`src/rtl/cws_pkg.sv`:
```
// shared types, sizes and codes for the cumulative weight sampler
// no dependencies; imported by every module of the block
package cws_pkg;

    // table geometry
    localparam int MAX_ENTRIES = 1024;
    localparam int ADDR_W      = $clog2(MAX_ENTRIES);
    localparam int CNT_W       = ADDR_W + 1;
    localparam int SUM_W       = 32;
    localparam int VALUE_BITS  = 16;
    localparam int BIN_W       = 10;

    localparam logic [CNT_W-1:0] MAX_COUNT = CNT_W'(MAX_ENTRIES);
    localparam logic [SUM_W-1:0] SUM_MAX   = {SUM_W{1'b1}};

    // item kinds
    localparam logic [1:0] KIND_CLEAR  = 2'd0;
    localparam logic [1:0] KIND_APPEND = 2'd1;
    localparam logic [1:0] KIND_SAMPLE = 2'd2;

    // result status codes
    localparam logic [1:0] STATUS_OK    = 2'd0;
    localparam logic [1:0] STATUS_EMPTY = 2'd1;
    localparam logic [1:0] STATUS_FULL  = 2'd2;

    typedef enum logic [1:0] {
        ST_IDLE,
        ST_SEARCH,
        ST_DONE
    } eng_state_t;

    // one result transaction
    typedef struct packed {
        logic [BIN_W-1:0] bin_index;
        logic [1:0]       status;
    } result_t;

    // bound memory access for one cycle
    typedef struct packed {
        logic              wr_en;
        logic [ADDR_W-1:0] wr_addr;
        logic [SUM_W-1:0]  wr_data;
        logic              rd_en;
        logic [ADDR_W-1:0] rd_addr;
    } mem_req_t;

endpackage

```
`src/rtl/cws_engine.sv`:
```
// table control: clear, append with saturating total, binary search sampler
// depends on cws_pkg; drives the bound memory through a mem_req_t
module cws_engine
    import cws_pkg::*;
(
    input  logic                  aclk,
    input  logic                  aresetn,
    input  logic                  s_valid,
    output logic                  s_ready,
    input  logic [1:0]            s_kind,
    input  logic [VALUE_BITS-1:0] s_weight,
    input  logic [VALUE_BITS-1:0] s_sample_point,
    output logic                  res_valid,
    input  logic                  res_ready,
    output result_t               res,
    output mem_req_t              mem_req,
    input  logic [SUM_W-1:0]      mem_rd_data
);

    eng_state_t             state_reg, state_next;
    logic [CNT_W-1:0]       count_reg, count_next;
    logic [SUM_W-1:0]       total_reg, total_next;
    logic [ADDR_W-1:0]      lo_reg, lo_next;
    logic [ADDR_W-1:0]      hi_reg, hi_next;
    logic [ADDR_W-1:0]      mid_reg, mid_next;
    logic [VALUE_BITS-1:0]  r_reg, r_next;
    result_t                res_reg, res_next;

    logic                   accept;
    logic [SUM_W:0]         sum_wide;
    logic [SUM_W-1:0]       sum_sat;
    logic [ADDR_W-1:0]      hi_first;
    logic [ADDR_W-1:0]      step_lo;
    logic [ADDR_W-1:0]      step_hi;
    logic [ADDR_W-1:0]      step_mid;

    assign accept    = s_valid && s_ready;
    assign s_ready   = (state_reg == ST_IDLE);
    assign res_valid = (state_reg == ST_DONE);
    assign res       = res_reg;

    // saturating running total
    assign sum_wide = {1'b0, total_reg} + (SUM_W + 1)'(s_weight);
    assign sum_sat  = sum_wide[SUM_W] ? SUM_MAX : sum_wide[SUM_W-1:0];

    // top index of the table at the start of a search
    assign hi_first = ADDR_W'(count_reg - CNT_W'(1));

    // one search step on the bound read last cycle
    always_comb begin
        step_lo = lo_reg;
        step_hi = hi_reg;
        if (SUM_W'(r_reg) < mem_rd_data) begin
            step_hi = mid_reg;
        end else begin
            step_lo = mid_reg + ADDR_W'(1);
        end
        step_mid = step_lo + ((step_hi - step_lo) >> 1);
    end

    // state and table registers
    always_ff @(posedge aclk) begin
        if (!aresetn) begin
            state_reg <= ST_IDLE;
            count_reg <= '0;
            total_reg <= '0;
        end else begin
            state_reg <= state_next;
            count_reg <= count_next;
            total_reg <= total_next;
        end
    end

    // search and result payload
    always_ff @(posedge aclk) begin
        lo_reg  <= lo_next;
        hi_reg  <= hi_next;
        mid_reg <= mid_next;
        r_reg   <= r_next;
        res_reg <= res_next;
    end

    // next state, memory requests and results
    always_comb begin
        state_next = state_reg;
        count_next = count_reg;
        total_next = total_reg;
        lo_next    = lo_reg;
        hi_next    = hi_reg;
        mid_next   = mid_reg;
        r_next     = r_reg;
        res_next   = res_reg;
        mem_req    = '0;

        case (state_reg)
            ST_IDLE: begin
                if (accept) begin
                    res_next.bin_index = '0;
                    res_next.status    = STATUS_OK;
                    state_next         = ST_DONE;
                    case (s_kind)
                        KIND_CLEAR: begin
                            count_next = '0;
                            total_next = '0;
                        end
                        KIND_APPEND: begin
                            if (count_reg >= MAX_COUNT) begin
                                res_next.status    = STATUS_FULL;
                                res_next.bin_index = BIN_W'(count_reg - CNT_W'(1));
                            end else begin
                                total_next         = sum_sat;
                                mem_req.wr_en      = 1'b1;
                                mem_req.wr_addr    = ADDR_W'(count_reg);
                                mem_req.wr_data    = sum_sat;
                                count_next         = count_reg + CNT_W'(1);
                                res_next.bin_index = BIN_W'(count_reg);
                            end
                        end
                        KIND_SAMPLE: begin
                            if (count_reg == '0) begin
                                res_next.status = STATUS_EMPTY;
                            end else if (hi_first != '0) begin
                                // first probe at the middle of the table
                                lo_next         = '0;
                                hi_next         = hi_first;
                                mid_next        = hi_first >> 1;
                                r_next          = s_sample_point;
                                mem_req.rd_en   = 1'b1;
                                mem_req.rd_addr = hi_first >> 1;
                                state_next      = ST_SEARCH;
                            end
                        end
                        default: begin
                        end
                    endcase
                end
            end
            ST_SEARCH: begin
                lo_next = step_lo;
                hi_next = step_hi;
                if (step_lo < step_hi) begin
                    mid_next        = step_mid;
                    mem_req.rd_en   = 1'b1;
                    mem_req.rd_addr = step_mid;
                end else begin
                    res_next.bin_index = BIN_W'(step_lo);
                    res_next.status    = STATUS_OK;
                    state_next         = ST_DONE;
                end
            end
            ST_DONE: begin
                if (res_ready) begin
                    state_next = ST_IDLE;
                end
            end
            default: begin
                state_next = ST_IDLE;
            end
        endcase
    end

    // search window stays open while a probe is outstanding
    a_window_open: assert property (@(posedge aclk) disable iff (!aresetn)
        state_reg == ST_SEARCH |-> lo_reg < hi_reg)
        else $error("search window empty while searching");

    // probe lies inside the window
    a_mid_in_window: assert property (@(posedge aclk) disable iff (!aresetn)
        state_reg == ST_SEARCH |-> (mid_reg >= lo_reg) && (mid_reg < hi_reg))
        else $error("probe index outside search window");

    // no table writes during a search
    a_no_write_in_search: assert property (@(posedge aclk) disable iff (!aresetn)
        state_reg == ST_SEARCH |-> !mem_req.wr_en)
        else $error("bound memory written during search");

    // successful append grows the table by one
    a_append_grows: assert property (@(posedge aclk) disable iff (!aresetn)
        accept && s_kind == KIND_APPEND && count_reg < MAX_COUNT
        |=> count_reg == $past(count_reg) + CNT_W'(1))
        else $error("entry count did not advance on append");

endmodule

```
`config.mk`:
```
export PLATFORM = sky130hd
export DESIGN_NAME = cws_engine
export DESIGN_NICKNAME = d
export VERILOG_FILES = /design/src/rtl/cws_pkg.sv /design/src/rtl/cws_engine.sv
export SDC_FILE = /design/constraint.sdc
export NUM_CORES = 1
export LEC_CHECK = 0
export ABC_AREA = 1
export BUFFER_PORTS_ARGS = -buffer_cell sky130_fd_sc_hd__clkbuf_2
export CORE_MARGIN = 5
export CORE_UTILIZATION = 53
export CTS_BUF_LIST = sky130_fd_sc_hd__clkbuf_4 sky130_fd_sc_hd__clkbuf_8
export DETAILED_ROUTE_END_ITERATION = 6
export PLACE_DENSITY_LB_ADDON = 0.05
export RECOVER_POWER = 25
export SLEW_MARGIN = 20
export SYNTH_ARGS = -nofsm -noshare
export SYNTH_HDL_FRONTEND = slang
export SYNTH_SLANG_ARGS = --single-unit
export TNS_END_PERCENT = 50
```
`constraint.sdc`:
```
create_clock -name aclk -period 5 [get_ports aclk]
set_input_delay 0.75 -clock aclk [delete_from_list [all_inputs] [get_ports aclk]]
set_output_delay 0.75 -clock aclk [all_outputs]
set_load 0.01 [all_outputs]
```
== Word-level counts from Yosys, hierarchy flattened ==
Index checks and enable logic that the tools add are counted.
Storage, ports and cells
  output and inout bits: 68
  bits in registers: 103
  logic and storage cells: 91
Operators by class
  $add $sub $neg: 6
  $lt $le $gt $ge: 3
  equal/unequal tests: 12
  mux-type cells: 47
  bitwise logic cells: 1
  reductions and logical operators: 13
Operators with widths (number)
  two-way mux 10 bit: 17
  two-way mux 43 bit: 3
  two-way mux 32 bit: 2
  one-hot mux 32 bit (2 select lines): 1
  one-hot mux 10 bit (2 select lines): 3
  two-way mux 11 bit: 5
  two-way mux 54 bit: 1
  one-hot mux 11 bit (2 select lines): 2
  adder 32 x 16 -> 33 bit: 1
  less-than comparator 16 x 32 -> 1 bit: 1
  two-way mux 12 bit: 2
  one-hot mux 12 bit (2 select lines): 1
  two-way mux 2 bit: 7
  adder 11 x 1 -> 11 bit, second input constant: 1
  >= comparator 11 bit, second input constant: 1
  logical NOT 11 bit: 1
  adder 10 x 1 -> 10 bit, second input constant: 1
  adder 10 x 9 -> 10 bit: 1
  less-than comparator 10 bit: 1
  AND reduction 5 bit: 2
  nonzero test 10 bit: 1
  subtractor 10 x 1 -> 10 bit, second input constant: 1
  subtractor 10 bit: 1
  != test 2 x 1 -> 1 bit, second input constant: 4
  other kinds (13): 21

== Depth between registers and ports, before layout ==
  depth after elaboration: 7
  gate-level depth with buffers: 32
  depth with buffers taken out: 31

== Least setup slack after synthesis ==
Ideal clock, no wire load.
  path type: input port to output port
  start point: in mem_rd_data[13]
  end point: out mem_req[6] (netlist bit)
  cell stages on the path: 24
  arrival time: 4.505 ns
  path slack: -0.255 ns
  data required time: 4.250 ns
  cells stage by stage: inv_1 -> ha_1 -> nand2_1 -> nor4_1 -> nand2_1 -> nand2_1 -> nand2_1 -> buf_2 -> o21ai_0 -> inv_1 -> ha_1 -> fa_1 -> nand3b_1 -> nand2_1 -> xor2_1 -> ha_1 -> a21oi_1 -> nand2_1 -> nand2_1 -> nand2_1 -> a21oi_1 -> xor2_1 -> or2_2 -> o21ai_0
RTL lines
  start: declaration: line cws_engine.sv:17  | input logic [SUM_W-1:0] mem_rd_data
  end: declaration: line cws_engine.sv:16  | output mem_req_t mem_req,

==> out/results.txt <==
Status: finished with violations
Failing checks: capacitance limit, slew limit, setup timing
CP required: 4.25 ns
Setup WS pre-CTS: -0.590 ns
Detailed placer's ending HPWL: 17600 um
Setup violations, final: 7
Antenna Violating Nets Remaining: 0
Power density cells: 187 nW/um^2
Startpoint Class: primary input
# diodes: 0
Post-route DRC: 0
Yosys reg bits: 103
Post-synth EDFFs: 58
Mapped Cells: 1181
Tcrit/Tclk final: 104%
Fillcell total: 1353
Synth Flop Type: edfxtp_1
GRT Total Usage: 25.9%
First drt pass iteration count: 5
Layout cell share with drive strength beyond 1: 25.0%
Unrepaired setup endpoints after global routing: yes
Max-Cap Viols: 1
DP Cell Count: 1551
Largest net degree at the start of global routing: 51
Setup TNS: -0.856 ns
Mapped cell area: 8090 um^2
Htree depth: 3
Root buf cell: clkbuf_8
Register area share after synthesis: 32.7%
Synth Area in Adders: 9.71%
CTS tree: yes
Max reg flops: 32
Std-Cell Rows: 45
Layout Cells excl Fill: 1585
Crit end category: primary output
Clk slew on worst S/H paths: 0.10 ns
Post-synthesis mux area share: 0%
Grt total ovfl: 0
Sequential cell area: 2640 um^2
Most common cell on crit path: nand2_1
Die area: 17800 um^2
CORE AREA: 15100 um^2
Worst Setup Slack, final: -0.188 ns
Nets@finish: 1523
Relative slew slack: -39.5%
First-pass GRT wire length: 37500 um
Peak VDD IR: 0.130 mV
Initial antenna violation count: 0
Vias in the first global route: 7923
Iter 0 DRT Violations: 551
Final RePlAce weighted congestion: 0.946
Critical-path maximum fanout: 7
CP arrival: 4.44 ns
Io pins: 138
Worst-margin pin slew: 2.09 ns
Syn avg cell area: 6.85 um^2
Yosys synthesis warning count: 0
Path category of the worst min-delay check: flop to flop
Hold Buf Count CTS: 0
Setup CP Type: primary input to primary output
Synth cell types: 45
Worst-Skew Late Latency: 0.40 ns
Leak Pwr: 5.21 nW
WL final: 23300 um
Starting Density: 53.6%
Area delta synth->final: 26.2%
Per-cell routed wire length: 14.7 um
Die width: 134 um
DR vias: 8198
CP peak stage delay: 0.39 ns
Max Slew Vio Count: 51
XOR/XNOR Fraction of Synth Area: 3.79%
CTS max path bufs: 2
Via/cell ratio: 5.17
Clk_skew: 0.0154 ns
Final Hold Vio Count: 0
Async SR Flop Fraction: 0%
Peak Freq: 0.193 GHz
IO Port Bufs: 137
Slowest CP cell: fa_2
Synth Area in Simple Gates: 30.7%
Total chip power: 0.00191 W
Clock Sinks: 103
Die Ht: 134 um
Final Critical Period: 5.19 ns
Multi-input logic area: 4980 um^2
Compound-Gate Fraction of Synth Area: 11.3%
Post-synth net total: 1312
Dominant combinational cell family by area after synthesis: simple AND/OR/NAND/NOR gates
CTS buffer count: 9
==> power breakdown <==
group	internal (W)	switching [W]	leakage [nW]	total (W)
clock	0.000200	0.000342	0.0966	0.000542
sequential	0.000920	0.00000977	0.896	0.000929
combinational	0.000180	0.000259	4.22	0.000439
==> layout make-up <==
type | instances | area share, %
inverters | 225 | 8.29
well taps | 188 | 2.30
flip-flops and latches | 103 | 25.9
clock buffers | 10 | 1.29
repair buffers | 220 | 12.9
clock inverters | 6 | 0.551
multi-input cells | 833 | 48.8
==> per-stage QoR <==
stage	area [um^2]	hold WS (ns)	util, %
floorplan	8120	0.448	-
global placement	9420	0.457	62.4
detailed placement	9420	0.462	62.4
CTS	10000	0.478	66.4
global route	10200	0.497	67.7
finish	10200	0.475	67.7
==> cells in the mapped netlist (11+ instances only) <==
master / instances / area share (%)
a21oi_1: 61 / 3.8
a21oi_2: 15 / 1.6
dfxtp_1: 45 / 11
edfxtp_1: 58 / 22
ha_1: 58 / 9.0
inv_1: 220 / 10
nand2_1: 358 / 17
nand2_2: 11 / 0.85
nand3_1: 56 / 3.5
nand4_1: 14 / 1.1
nor2_1: 86 / 4.0
nor3_1: 11 / 0.68
o21ai_0: 54 / 3.3
o22ai_1: 11 / 0.85
xnor2_1: 19 / 2.1
xor2_1: 16 / 1.7
==> critical path: cells and delay by family <==
| family | cells | cell delay (ns) |
|---|---|---|
| AND/OR/NAND/NOR | 15 | 1.50 |
| adder cells (fa/ha/maj) | 3 | 0.94 |
| XOR/XNOR | 2 | 0.22 |
| buffers and inverters | 5 | 0.46 |
| AO/OA/AOI/OAI | 4 | 0.56 |
==> per-layer routing <==
metal  global-route usage [%]  up-vias  share of wire, %
li1                         -     4190                 -
met1                     31.5     3729                43
met2                     46.6      230                49
met3                     3.63       49               4.7
met4                     9.49        0               2.9
met5                        0        -                 0
==> path summary, 6_finish.rpt <==
kind	from	to	slack (ns)	depth (start not counted)
setup reg to reg	r_reg[13]$_DFFE_PP_	mid_reg[9]$_SDFFCE_PN0P_	0.79	25
setup / recovery	mem_rd_data[1]	mem_req[6]	-0.19	29
hold reg to reg	total_reg[13]$_SDFFE_PN0P_	total_reg[13]$_SDFFE_PN0P_	0.48	2
hold / removal	total_reg[13]$_SDFFE_PN0P_	total_reg[13]$_SDFFE_PN0P_	0.48	2
==> cells in the final DEF (no fill, tap or decap), types with 3 or more instances in the layout <==
master / count
nand2_1: 346
inv_1: 213
clkbuf_2: 116
nor2_1: 85
buf_4: 74
edfxtp_1: 58
nand3_1: 55
a21oi_1: 49
dfxtp_1: 45
ha_1: 43
o21ai_0: 39
a21oi_2: 27
nand2_2: 19
xnor2_1: 16
clkbuf_1: 16
xor2_1: 15
ha_4: 15
nand4_1: 14
inv_2: 11
nor3_1: 10
o21ai_2: 9
o22ai_1: 9
clkbuf_8: 9
buf_6: 8
o21ai_1: 7
nor4_1: 6
nand3_2: 6
o211ai_1: 6
buf_2: 6
nand2_4: 5
nor2_2: 5
nand3b_1: 5
nor3_2: 4
or2_2: 4
o21ai_4: 3
inv_8: 3
==> cells by family after synthesis <==
family	Yosys count
DFF	103
and+or+nand+nor	575
xor gates and xnor gates	35
AOI/OAI and AO/OA	161
buffers and inverters	246
adders and majority gates	61
==> repair_timing <==
item	CTS	global route
setup buffers	15	2
gates cloned	1	0
endpoints found under the setup margin	10	11
gates resized for setup	65	48
pin swaps	48	26
Note: power is estimated with default switching activity, not from simulation.
